File: src/rtl/nps_pkg.sv
// ----------------------------------------------------------------------------
// nps_pkg
// Shared types, widths and helpers for the non-preemptive priority scheduler.
// ----------------------------------------------------------------------------
package nps_pkg;

    // Process table depth and derived index widths
    localparam int MAX_PROCS = 16;
    localparam int IDX_W     = (MAX_PROCS > 1) ? $clog2(MAX_PROCS) : 1;
    localparam int CNT_W     = $clog2(MAX_PROCS + 1);

    // Field widths
    localparam int ARR_W  = 16;
    localparam int BUR_W  = 16;
    localparam int PRI_W  = 8;
    localparam int PIDX_W = 4;
    localparam int TIME_W = 21;
    localparam int SUM_W  = 26;

    // Command queue between front and back
    localparam int Q_DEPTH = 2;
    localparam int Q_PTR_W = (Q_DEPTH > 1) ? $clog2(Q_DEPTH) : 1;
    localparam int Q_CNT_W = $clog2(Q_DEPTH + 1);

    // Input item
    typedef struct packed {
        logic [ARR_W-1:0] arrival_time;
        logic [BUR_W-1:0] burst_time;
        logic [PRI_W-1:0] priority_level;
        logic             last_process;
    } t_in;

    // Result item
    typedef struct packed {
        logic [PIDX_W-1:0] process_index;
        logic [TIME_W-1:0] start_time;
        logic [TIME_W-1:0] completion_time;
        logic [TIME_W-1:0] waiting_time;
        logic [TIME_W-1:0] turnaround_time;
        logic [SUM_W-1:0]  total_waiting;
        logic [SUM_W-1:0]  total_turnaround;
        logic              end_of_schedule;
    } t_out;

    // One stored process record
    typedef struct packed {
        logic [ARR_W-1:0] arrival_time;
        logic [BUR_W-1:0] burst_time;
        logic [PRI_W-1:0] priority_level;
    } t_rec;

    // Classified command handed from front to back
    typedef struct packed {
        t_rec rec;
        logic store;   // record fits in the table
        logic last;    // batch ends, schedule follows
    } t_cmd;

    // Strict priority win under the configured polarity
    function automatic logic prio_wins(input logic [PRI_W-1:0] a,
                                       input logic [PRI_W-1:0] b,
                                       input logic             high_is_high);
        prio_wins = high_is_high ? (a > b) : (a < b);
    endfunction

endpackage

File: src/rtl/nps_front.sv
// ----------------------------------------------------------------------------
// nps_front
// Accepts process records and classifies them: stored or dropped, last or not.
// ----------------------------------------------------------------------------
module nps_front (
    input  logic          i_clk,
    input  logic          i_rst_n,
    input  logic          i_start,
    input  nps_pkg::t_in  i_item,
    input  logic          i_full,
    output logic          o_busy,
    output logic          o_push,
    output nps_pkg::t_cmd o_cmd
);

    logic [nps_pkg::CNT_W-1:0] r_cnt;   // records stored in this batch
    logic                      accept;
    logic                      fits;

    assign o_busy = i_full || !i_rst_n;
    assign accept = i_start && !o_busy;
    assign fits   = r_cnt < nps_pkg::CNT_W'(nps_pkg::MAX_PROCS);

    // Classified command toward the queue
    always_comb begin
        o_cmd.rec.arrival_time   = i_item.arrival_time;
        o_cmd.rec.burst_time     = i_item.burst_time;
        o_cmd.rec.priority_level = i_item.priority_level;
        o_cmd.store              = fits;
        o_cmd.last               = i_item.last_process;
    end
    assign o_push = accept;

    // Batch fill count, restarts after the last record
    always_ff @(posedge i_clk) begin
        if (!i_rst_n) begin
            r_cnt <= '0;
        end else if (accept) begin
            if (i_item.last_process) begin
                r_cnt <= '0;
            end else if (fits) begin
                r_cnt <= r_cnt + nps_pkg::CNT_W'(1);
            end
        end
    end

endmodule

File: src/rtl/nps_queue.sv
// ----------------------------------------------------------------------------
// nps_queue
// Short command queue that decouples the front from the scheduling back end.
// ----------------------------------------------------------------------------
module nps_queue (
    input  logic          i_clk,
    input  logic          i_rst_n,
    input  logic          i_push,
    input  nps_pkg::t_cmd i_data,
    input  logic          i_pop,
    output nps_pkg::t_cmd o_data,
    output logic          o_empty,
    output logic          o_full
);

    nps_pkg::t_cmd               r_mem [nps_pkg::Q_DEPTH];
    logic [nps_pkg::Q_PTR_W-1:0] r_wp;
    logic [nps_pkg::Q_PTR_W-1:0] r_rp;
    logic [nps_pkg::Q_CNT_W-1:0] r_cnt;
    logic                        do_push;
    logic                        do_pop;

    assign o_empty = (r_cnt == '0);
    assign o_full  = (r_cnt == nps_pkg::Q_CNT_W'(nps_pkg::Q_DEPTH));
    assign do_push = i_push && !o_full;
    assign do_pop  = i_pop && !o_empty;
    assign o_data  = r_mem[r_rp];

    // Entry storage
    always_ff @(posedge i_clk) begin
        if (do_push) begin
            r_mem[r_wp] <= i_data;
        end
    end

    // Pointers and occupancy
    always_ff @(posedge i_clk) begin
        if (!i_rst_n) begin
            r_wp  <= '0;
            r_rp  <= '0;
            r_cnt <= '0;
        end else begin
            if (do_push) begin
                r_wp <= (r_wp == nps_pkg::Q_PTR_W'(nps_pkg::Q_DEPTH - 1)) ?
                        '0 : r_wp + nps_pkg::Q_PTR_W'(1);
            end
            if (do_pop) begin
                r_rp <= (r_rp == nps_pkg::Q_PTR_W'(nps_pkg::Q_DEPTH - 1)) ?
                        '0 : r_rp + nps_pkg::Q_PTR_W'(1);
            end
            case ({do_push, do_pop})
                2'b10:   r_cnt <= r_cnt + nps_pkg::Q_CNT_W'(1);
                2'b01:   r_cnt <= r_cnt - nps_pkg::Q_CNT_W'(1);
                default: r_cnt <= r_cnt;
            endcase
        end
    end

endmodule

File: src/rtl/nps_back.sv
// ----------------------------------------------------------------------------
// nps_back
// Process table and dispatch sequencer: one table scan per dispatch.
// ----------------------------------------------------------------------------
module nps_back (
    input  logic          i_clk,
    input  logic          i_rst_n,
    input  nps_pkg::t_cmd i_cmd,
    input  logic          i_empty,
    output logic          o_pop,
    input  logic          i_cfg_we,
    input  logic          i_cfg_data,
    output logic          o_valid,
    output nps_pkg::t_out o_result
);

    typedef enum logic [2:0] {
        S_LOAD,
        S_SCAN,
        S_TAIL,
        S_PICK,
        S_EMIT
    } t_state;

    t_state r_state;

    // Table memory, one registered read port
    nps_pkg::t_rec r_mem [nps_pkg::MAX_PROCS];
    nps_pkg::t_rec r_rd_data;
    logic          mem_we;

    // Run state
    logic                        r_hih;
    logic [nps_pkg::MAX_PROCS-1:0] r_done;
    logic [nps_pkg::CNT_W-1:0]   r_loaded;
    logic [nps_pkg::CNT_W-1:0]   r_ndisp;
    logic [nps_pkg::TIME_W-1:0]  r_time;
    logic [nps_pkg::SUM_W-1:0]   r_sumw;
    logic [nps_pkg::SUM_W-1:0]   r_sumt;
    logic                        r_first;

    // Scan pipeline
    logic [nps_pkg::IDX_W-1:0]   r_addr;
    logic                        r_cmp_vld;
    logic [nps_pkg::IDX_W-1:0]   r_cmp_idx;

    // Candidates: earliest, earliest with best priority, best arrived
    logic                        r_e_vld, r_g_vld, r_b_vld;
    nps_pkg::t_rec               r_e, r_g, r_b;
    logic [nps_pkg::IDX_W-1:0]   r_e_idx, r_g_idx, r_b_idx;

    // Selected dispatch
    nps_pkg::t_rec               r_sel;
    logic [nps_pkg::IDX_W-1:0]   r_sel_idx;
    logic [nps_pkg::TIME_W-1:0]  r_start;
    logic [nps_pkg::TIME_W-1:0]  r_wait;

    nps_pkg::t_out               r_result;
    logic                        r_valid;

    // Combinational helpers
    logic                        pend;
    logic [nps_pkg::TIME_W-1:0]  d_arr;
    logic [nps_pkg::TIME_W-1:0]  e_arr, g_arr;
    logic                        upd_e, upd_g, upd_b;
    logic                        last_addr;
    nps_pkg::t_rec               sel;
    logic [nps_pkg::IDX_W-1:0]   sel_idx;
    logic [nps_pkg::TIME_W-1:0]  sel_start;
    logic [nps_pkg::TIME_W-1:0]  n_compl;
    logic [nps_pkg::TIME_W-1:0]  n_turn;
    logic [nps_pkg::SUM_W-1:0]   n_sumw;
    logic [nps_pkg::SUM_W-1:0]   n_sumt;
    logic                        n_last;

    assign o_pop  = (r_state == S_LOAD) && !i_empty;
    assign mem_we = o_pop && i_cmd.store;

    // Table write at fill position, read at scan address
    always_ff @(posedge i_clk) begin
        if (mem_we) begin
            r_mem[r_loaded[nps_pkg::IDX_W-1:0]] <= i_cmd.rec;
        end
        r_rd_data <= r_mem[r_addr];
    end

    // Candidate compare on the entry returned by the table
    always_comb begin
        pend  = !r_done[r_cmp_idx];
        d_arr = nps_pkg::TIME_W'(r_rd_data.arrival_time);
        e_arr = nps_pkg::TIME_W'(r_e.arrival_time);
        g_arr = nps_pkg::TIME_W'(r_g.arrival_time);
        upd_e = r_cmp_vld && pend && (!r_e_vld || (d_arr < e_arr));
        upd_g = r_cmp_vld && pend &&
                (!r_g_vld || (d_arr < g_arr) ||
                 ((d_arr == g_arr) &&
                  nps_pkg::prio_wins(r_rd_data.priority_level,
                                     r_g.priority_level, r_hih)));
        upd_b = r_cmp_vld && pend && (d_arr <= r_time) &&
                (!r_b_vld ||
                 nps_pkg::prio_wins(r_rd_data.priority_level,
                                    r_b.priority_level, r_hih));
    end

    assign last_addr = (nps_pkg::CNT_W'(r_addr) + nps_pkg::CNT_W'(1)) == r_loaded;

    // Selection: first dispatch takes the earliest; idle gap jumps the clock
    always_comb begin
        if (r_first) begin
            sel     = r_e;
            sel_idx = r_e_idx;
        end else if (r_b_vld) begin
            sel     = r_b;
            sel_idx = r_b_idx;
        end else begin
            sel     = r_g;
            sel_idx = r_g_idx;
        end
        sel_start = (r_first || !r_b_vld) ?
                    nps_pkg::TIME_W'(sel.arrival_time) : r_time;
    end

    // Dispatch arithmetic
    always_comb begin
        n_compl = r_start + nps_pkg::TIME_W'(r_sel.burst_time);
        n_turn  = r_wait + nps_pkg::TIME_W'(r_sel.burst_time);
        n_sumw  = r_sumw + nps_pkg::SUM_W'(r_wait);
        n_sumt  = r_sumt + nps_pkg::SUM_W'(n_turn);
        n_last  = (r_ndisp + nps_pkg::CNT_W'(1)) == r_loaded;
    end

    // Sequencer, run state and registered result
    always_ff @(posedge i_clk) begin
        if (!i_rst_n) begin
            r_state   <= S_LOAD;
            r_hih     <= 1'b1;
            r_done    <= '0;
            r_loaded  <= '0;
            r_ndisp   <= '0;
            r_time    <= '0;
            r_sumw    <= '0;
            r_sumt    <= '0;
            r_first   <= 1'b1;
            r_addr    <= '0;
            r_cmp_vld <= 1'b0;
            r_e_vld   <= 1'b0;
            r_g_vld   <= 1'b0;
            r_b_vld   <= 1'b0;
            r_valid   <= 1'b0;
        end else begin
            // strobe for exactly the cycle after the emit state
            r_valid <= (r_state == S_EMIT);
            if (i_cfg_we) begin
                r_hih <= i_cfg_data;
            end

            // Candidate tracking
            if (upd_e) begin
                r_e_vld <= 1'b1;
                r_e     <= r_rd_data;
                r_e_idx <= r_cmp_idx;
            end
            if (upd_g) begin
                r_g_vld <= 1'b1;
                r_g     <= r_rd_data;
                r_g_idx <= r_cmp_idx;
            end
            if (upd_b) begin
                r_b_vld <= 1'b1;
                r_b     <= r_rd_data;
                r_b_idx <= r_cmp_idx;
            end

            case (r_state)
                S_LOAD: begin
                    if (o_pop) begin
                        if (i_cmd.store) begin
                            r_loaded <= r_loaded + nps_pkg::CNT_W'(1);
                        end
                        if (i_cmd.last) begin
                            r_state   <= S_SCAN;
                            r_addr    <= '0;
                            r_first   <= 1'b1;
                            r_cmp_vld <= 1'b0;
                            r_e_vld   <= 1'b0;
                            r_g_vld   <= 1'b0;
                            r_b_vld   <= 1'b0;
                        end
                    end
                end
                S_SCAN: begin
                    r_cmp_vld <= 1'b1;
                    r_cmp_idx <= r_addr;
                    if (last_addr) begin
                        r_state <= S_TAIL;
                    end else begin
                        r_addr <= r_addr + nps_pkg::IDX_W'(1);
                    end
                end
                S_TAIL: begin
                    r_cmp_vld <= 1'b0;
                    r_state   <= S_PICK;
                end
                S_PICK: begin
                    r_sel     <= sel;
                    r_sel_idx <= sel_idx;
                    r_start   <= sel_start;
                    r_wait    <= sel_start - nps_pkg::TIME_W'(sel.arrival_time);
                    r_state   <= S_EMIT;
                end
                S_EMIT: begin
                    r_result.process_index     <= nps_pkg::PIDX_W'(r_sel_idx);
                    r_result.start_time        <= r_start;
                    r_result.completion_time   <= n_compl;
                    r_result.waiting_time      <= r_wait;
                    r_result.turnaround_time   <= n_turn;
                    r_result.total_waiting     <= n_sumw;
                    r_result.total_turnaround  <= n_sumt;
                    r_result.end_of_schedule   <= n_last;
                    if (n_last) begin
                        // run complete: table empties for the next batch
                        r_done   <= '0;
                        r_loaded <= '0;
                        r_ndisp  <= '0;
                        r_time   <= '0;
                        r_sumw   <= '0;
                        r_sumt   <= '0;
                        r_state  <= S_LOAD;
                    end else begin
                        r_done[r_sel_idx] <= 1'b1;
                        r_ndisp <= r_ndisp + nps_pkg::CNT_W'(1);
                        r_time  <= n_compl;
                        r_sumw  <= n_sumw;
                        r_sumt  <= n_sumt;
                        r_first <= 1'b0;
                        r_addr  <= '0;
                        r_e_vld <= 1'b0;
                        r_g_vld <= 1'b0;
                        r_b_vld <= 1'b0;
                        r_state <= S_SCAN;
                    end
                end
                default: begin
                    r_state <= S_LOAD;
                end
            endcase
        end
    end

    assign o_valid  = r_valid;
    assign o_result = r_result;

endmodule

File: src/rtl/nonpreemptive_priority_scheduler_core.sv
// ----------------------------------------------------------------------------
// nonpreemptive_priority_scheduler_core
// Non-preemptive priority scheduler: loads process records, then emits one
// dispatch result per stored record with times and running totals.
// ----------------------------------------------------------------------------
//  channel  | handshake            | payload
//  ---------+----------------------+-------------------------------
//  input    | start / busy         | i_item   (nps_pkg::t_in)
//  result   | o_valid (strobe)     | o_result (nps_pkg::t_out)
//  config   | i_cfg_we             | i_cfg_data (high_is_high)
//
//  A record transfer is taken when busy is low; a 2-entry queue lets the front
//  take records while the back is scheduling. Each dispatch scans the table once
//  through its single read port, then passes the tail, pick and emit states.
//  Reset is synchronous, active low; busy is high during reset.
//  Results cannot be stalled; each appears for exactly one cycle.
// ----------------------------------------------------------------------------
module nonpreemptive_priority_scheduler_core (
    input  logic          i_clk,
    input  logic          i_rst_n,
    input  logic          start,
    output logic          busy,
    input  nps_pkg::t_in  i_item,
    input  logic          i_cfg_we,
    input  logic          i_cfg_data,
    output logic          o_valid,
    output nps_pkg::t_out o_result
);

    logic          push;
    logic          pop;
    logic          q_full;
    logic          q_empty;
    nps_pkg::t_cmd f_cmd;
    nps_pkg::t_cmd q_cmd;

    // Front: accept and classify
    nps_front u_front (
        .i_clk   (i_clk),
        .i_rst_n (i_rst_n),
        .i_start (start),
        .i_item  (i_item),
        .i_full  (q_full),
        .o_busy  (busy),
        .o_push  (push),
        .o_cmd   (f_cmd)
    );

    // Decoupling queue
    nps_queue u_queue (
        .i_clk   (i_clk),
        .i_rst_n (i_rst_n),
        .i_push  (push),
        .i_data  (f_cmd),
        .i_pop   (pop),
        .o_data  (q_cmd),
        .o_empty (q_empty),
        .o_full  (q_full)
    );

    // Back: table and dispatch sequencer
    nps_back u_back (
        .i_clk      (i_clk),
        .i_rst_n    (i_rst_n),
        .i_cmd      (q_cmd),
        .i_empty    (q_empty),
        .o_pop      (pop),
        .i_cfg_we   (i_cfg_we),
        .i_cfg_data (i_cfg_data),
        .o_valid    (o_valid),
        .o_result   (o_result)
    );

endmodule

File: config.mk
export PLATFORM = sky130hd
export DESIGN_NAME = nonpreemptive_priority_scheduler_core
export DESIGN_NICKNAME = d
export VERILOG_FILES = /design/src/rtl/nps_pkg.sv /design/src/rtl/nps_front.sv /design/src/rtl/nps_queue.sv /design/src/rtl/nps_back.sv /design/src/rtl/nonpreemptive_priority_scheduler_core.sv
export SDC_FILE = /design/constraint.sdc
export NUM_CORES = 1
export LEC_CHECK = 0
export BUFFER_PORTS_ARGS = -buffer_cell sky130_fd_sc_hd__buf_2
export CAP_MARGIN = 15
export CORE_ASPECT_RATIO = 1.75
export CORE_UTILIZATION = 55
export DETAILED_ROUTE_END_ITERATION = 6
export GPL_ROUTABILITY_DRIVEN = 0
export PLACE_DENSITY = 0.83
export SLEW_MARGIN = 20
export SYNTH_ARGS = -nofsm -noshare
export SYNTH_HDL_FRONTEND = slang
export SYNTH_SLANG_ARGS = --single-unit
File: constraint.sdc
create_clock -name i_clk -period 8.2 [get_ports i_clk]
set_clock_uncertainty 0.1 [all_clocks]
set_input_delay 0.82 -clock i_clk [delete_from_list [all_inputs] [get_ports i_clk]]
set_output_delay 0.82 -clock i_clk [all_outputs]
set_load 0.005 [all_outputs]
Word level (Yosys, flattened, before mapping). Memories as Yosys holds them, arrays and structs flattened. A register that Yosys moved wholly into a read port is not among the register bits. Index checks and enable logic that the tools add are counted.

Register bits: 461. Bits in writable memories: 724. Word-level logic and storage cells: 197. Memories: 2.

Add/subtract/negate cells: 14. Magnitude comparators: 11. Eq/ne operators: 17. Muxes and demuxes: 63. Bitwise logic cells: 1. Reductions and logical operators: 45.

Memory list: u_back.r_mem (words 16, bits a word 40, rd ports 1, clocked after memory_dff 1, write ports 1, RTL line nps_back.sv:28) `nps_pkg::t_rec r_mem [nps_pkg::MAX_PROCS];`; u_queue.r_mem (words 2, bits a word 42, rd ports 1, clocked after memory_dff 1, write ports 1, RTL line nps_queue.sv:16) `nps_pkg::t_cmd r_mem [nps_pkg::Q_DEPTH];`.

Operators with widths (count): 40-bit 2-to-1 mux (2); 26-bit by 21-bit adder with 26-bit output (2); 26-bit 2-to-1 mux (2); 21-bit by 16-bit adder with 21-bit output (2); 21-bit 2-to-1 mux (2); 16-bit less-than comparator (2); 1-bit 2-to-1 mux (30); 5-bit 2-to-1 mux (6); 4-bit 2-to-1 mux (6); 16-bit by 21-bit less-or-equal comparator with 1-bit output (1); 21-bit by 16-bit subtractor with 21-bit output (1); 16-bit == test (1); 8-bit greater-than comparator (2); 8-bit less-than comparator (2); 16-bit 2-to-1 mux (1); 16-bit OR (1); 5-bit by 1-bit adder with 5-bit output, second input constant (3); 3-bit case mux with 5 select lines (1); 2-bit AND reduction (7); 1-bit logical AND (12); 4-bit case mux with 3 select lines (1); 5-bit == test (2); 4-bit by 5-bit less-than comparator with 1-bit output, second input constant (2); 5-bit case mux with 2 select lines (1); other kinds (29) (59).

Depth between registers and ports, before layout.
Word-level depth: 10. Mapped depth: 21. Depth with buffers taken out: 20.

Hierarchy. From an unflattened synthesis, not the netlist that was laid out.

Cells, all modules: 2993. Area total of the unflattened synthesis: 50140.6 µm².

By module, submodules not included: nps_back (times used 1, cells each 2762, area each 46298.2 µm²); nps_queue (times used 1, cells each 157, area each 3255.6 µm²); nps_front (times used 1, cells each 74, area each 586.8 µm²).

Least setup slack after synthesis. Ideal clock, no wire load.

Kind: input-to-reg. Start: in i_rst_n. End: reg u_back.r_done[0] (netlist name). Arrival: 5.873 ns. Data required time: 8.013 ns. Setup slack: 2.140 ns. Stages on the path: 5. Path buffers: 1. Cells stage by stage: clkbuf_1 -> and3_1 -> nand2_1 -> or3_1 -> o31ai_1.

RTL lines: from (decl) (RTL line nonpreemptive_priority_scheduler_core.sv:20) `input logic i_rst_n,`; to (signal assigned) (RTL line nps_back.sv:137) `r_done <= '0;`; to (signal assigned) (RTL line nps_back.sv:222) `r_done <= '0;`; to (signal, indexed assignment) (RTL line nps_back.sv:230) `r_done[r_sel_idx] <= 1'b1;`; to (decl) (RTL line nps_back.sv:34) `logic [nps_pkg::MAX_PROCS-1:0] r_done;`.

Final worst setup path.
Start: reg u_back.r_wait[0] (netlist name). End: reg u_back.r_result (netlist bit u_back.o_result[25]) (data pin).

Cells in the longest elaborated chain, start to end: 2.

Ends and longest elaborated chain: from (decl) (RTL line nps_back.sv:56) `logic [nps_pkg::TIME_W-1:0] r_wait;`; from (signal assigned) (RTL line nps_back.sv:208) `r_wait <= sel_start - nps_pkg::TIME_W'(sel.arrival_time);`; 21-bit by 16-bit adder with 21-bit output (RTL line nps_back.sv:126) `n_turn = r_wait + nps_pkg::TIME_W'(r_sel.burst_time);`; via u_back.n_turn, one bit (RTL line nps_back.sv:71) `logic [nps_pkg::TIME_W-1:0] n_turn;`; 26-bit by 21-bit adder with 26-bit output (RTL line nps_back.sv:128) `n_sumt = r_sumt + nps_pkg::SUM_W'(n_turn);`; via u_back.n_sumt, one bit (RTL line nps_back.sv:73) `logic [nps_pkg::SUM_W-1:0] n_sumt;`; to (decl) (RTL line nps_back.sv:58) `nps_pkg::t_out r_result;`.

The timed path passes the listed nets, and every way through them passes these cells. A chain may end at the register's enable or synchronous reset.

==> results.json <==
{
  "outcome": "finished clean",
  "p_seq_share_pct": 49.9,
  "cp.arrival_ns": 5.75,
  "sw_frac_of_total_pct": 26.22,
  "yosys_register_bits": 1218,
  "synth_area_leader_cell": "edfxtp_1",
  "die_w_um": 229.6,
  "fin_crit_sh_pct": 66.00,
  "synth_top_area_share_pct": 63.56,
  "clockBufferDepth": 3,
  "drt_iter0_markers": 2274,
  "crit_path_cell_trace": "ha_1, fa_1, a21o_1, a21oi_1, o21bai_1, a211o_1, a211oi_1, and3b_1, o21a_1, nor2_1, nor2_1, xor2_1, ha_1, a21o_1, a21oi_1, o21a_1, o21ai_1, a21oi_1, nor2_1, xor2_1",
  "maxSlewHeadroom_pct": 35.31,
  "postCtsSetupBuffers": 0,
  "synth_cell_type_count": 80,
  "cp_max_fo": 5,
  "path_buf_inv": 0,
  "ant_nets": 0,
  "pwr-share-comb_pct": 17.6,
  "yosys.area_share.simple_pct": 4.915,
  "final_nets": 3400,
  "fillCellCount": 6031,
  "portBuffers": 188,
  "hpwl_um": 69560,
  "seq_area_frac_synth_pct": 70.11,
  "regArea_um2": 34960,
  "cts_tree": "built",
  "syn_to_final_growth_pct": 12.23,
  "p_switching_mw": 4.142,
  "placed_cell_area_um2": 52360,
  "grt_max_degree": 75,
  "min_period_ns": 5.412,
  "die_y_um": 400.2,
  "slowest_stage": "fa_1",
  "holdBufCountCts": 0,
  "whs_ns": 0.2044,
  "rsz0062_at_grt": "false",
  "clk_pin_slew_ns": 0.07,
  "cp_data_required_time_ns": 8.54,
  "async_flop_share_pct": 0,
  "clock_sinks": 1218,
  "yosys-mux-area-fraction_pct": 11.06,
  "cts_buffers": 102,
  "grt_pass1_wl_um": 172600,
  "setup-violations-final": 0,
  "endpoint_kind": "flop",
  "antenna_found_initial": 1,
  "drive_gt1_share_pct": 21.60,
  "ys_top_cells_by_area": "edfxtp_1 (64%), mux4_2 (9.3%), dfxtp_1 (6.5%)",
  "fmax_mhz": 184.8,
  "synth_xor_area_share_pct": 2.038,
  "avgSynthCellArea_um2": 16.87,
  "syn-num-nets": 3167,
  "die_area_um2": 91870,
  "grt-ovfl-total": 0,
  "ctsResizeCount": 0,
  "stdcell_area_um2": 55930,
  "ys.warnings.count": 0,
  "synthCells": 2955,
  "max_stage_delay_ns": 0.47,
  "cp_top_family": "compound AO/OA/AOI/OAI gates",
  "clockPowerShare_pct": 32.6,
  "cts-root-buf": "clkbuf_16",
  "num_rows": 145,
  "clk_latency_ns": 0.70,
  "route.detailed.drc": 0,
  "p_per_area_nw_per_um2": 282.5,
  "min_path_type": "in2reg",
  "multi_input_area_um2": 14200,
  "firstDrtPassIters": 7,
  "grt_pass1_vias": 28850,
  "via_per_inst": 6.161,
  "synth_compound_area_share_pct": 5.907,
  "grtUsageTotal_pct": 25.32,
  "routed_wl_um": 115100,
  "synth_edf_count": 1055,
  "cp-start-kind": "flop",
  "start_util_pct": 55.72,
  "ys.flop_type": "edfxtp_1",
  "worst_pin_slew_ns": 0.9704,
  "power.leakage_nw": 18.87,
  "crit_type": "reg2reg",
  "final_hold_viol_count": 0,
  "tns_ns": 0,
  "num_io_pins": 189,
  "max-cap-violations": 0,
  "synthAdderAreaFrac_pct": 4.243,
  "synth_top_family_by_area": "multiplexers",
  "netlist_area_um2": 49840,
  "maxSlewViolCount": 0,
  "core_area_um2": 89440,
  "wl_per_cell_um": 25.85,
  "final_cell_mix": "edfxtp_1 (1,055), mux4_2 (205), buf_2 (188), ha_1 (161), dfxtp_1 (156)",
  "vias": 27420,
  "final_common_cell": "edfxtp_1",
  "internal_power_mw": 11.66,
  "vdd_drop_max_uv": 178.5,
  "h-tree-depth": 3
}
[final cells by class]
| cell class | instances | area share (%) |
|---|---|---|
| Clock buffer | 132 | 4.964 |
| Inverter | 119 | 0.7986 |
| Tap cell | 1176 | 2.631 |
| Timing Repair Buffer | 234 | 2.335 |
| Clock inverter | 57 | 1.378 |
| Multi-Input combinational cell | 1513 | 25.38 |
| Sequential cell | 1218 | 62.51 |
| Antenna cell | 2 | 0.008948 |
[worst paths after layout]
check / start / to / slack [ns] / depth (start not counted)
max: u_back.r_wait[0] / u_back.o_result[25] / 2.79 / 20
min reg2reg: u_back.r_done[1] / u_back.r_done[1] / 0.35 / 2
max reg2reg: u_back.r_wait[0] / u_back.o_result[25] / 2.79 / 20
min: i_item[37] / u_queue.r_mem[0][38] / 0.20 / 1
[cell usage after synthesis (37+ instances only)]
master / n
a21oi_1: 103
clkbuf_1: 79
dfxtp_1: 163
edfxtp_1: 1055
ha_1: 161
inv_1: 118
mux2_2: 40
mux2i_1: 43
mux4_2: 205
nand2_1: 129
nand3_1: 37
nor2_1: 125
nor2b_1: 50
o21ai_0: 100
xnor2_1: 86
[through the flow]
stage	std cells	total power [mW]	setup slack (ns)	utilization, %
2_1_floorplan	2955	9.806	2.140	-
3_5_place_dp	4259	10.73	2.814	58.54
4_1_cts	4448	15.86	2.808	62.50
6_report	4451	15.80	2.788	62.54
5_1_grt	4449	16.31	2.490	62.53
3_3_place_gp	4259	10.58	2.940	58.54
[cells by family (layout without fill, tap and decap cells)]
group           Yosys count  count (layout)
flops                  1218            1218
simple gates            498             498
compound gates          444             444
mux                     289             289
buf+inv                 224             542
fa+ha+maj               166             166
xor+xnor                116             116
other cells               0               2
[layer usage]
layer  vias to the layer above  GRT usage, %  share of wire, %
met2                      1228         46.43                54
met5                         -             0                 0
met4                         0         14.27               5.7
met3                       340         4.200               5.8
li1                      11960             -                 -
met1                     13890         27.32                34
[power groups by stage]
stage	registers, mW	logic (mW)	clock network (mW)
5_1_grt	7.91	2.99	5.41
3_5_place_dp	8.00	2.74	0
2_1_floorplan	7.85	1.95	0
6_report	7.88	2.78	5.14
4_1_cts	7.88	2.78	5.20
3_3_place_gp	7.96	2.62	0
[registers in the layout, indices dropped and copies added (netlist names), 5 cells and up, named ones only]
| register | count |
|---|---|
| u_back.r_sumw | 26 |
| u_back.r_wait | 21 |
| u_back.r_done | 16 |
| u_front.r_cnt | 5 |
| u_back.d_arr | 16 |
| u_back.r_g | 24 |
| u_back.e_arr | 16 |
| u_back.r_b | 40 |
| u_back.r_sel | 16 |
| u_back.r_time | 21 |
| u_back.r_start | 21 |
| u_back.r_e | 16 |
| u_back.r_loaded | 5 |
| u_back.o_result | 141 |
| u_back.r_mem | 640 |
| u_back.r_ndisp | 5 |
| u_queue.r_mem | 84 |
| u_back.r_rd_data | 24 |
| u_back.r_sumt | 26 |
| u_back.g_arr | 16 |
No activity file was read; power rests on OpenSTA's default activity.
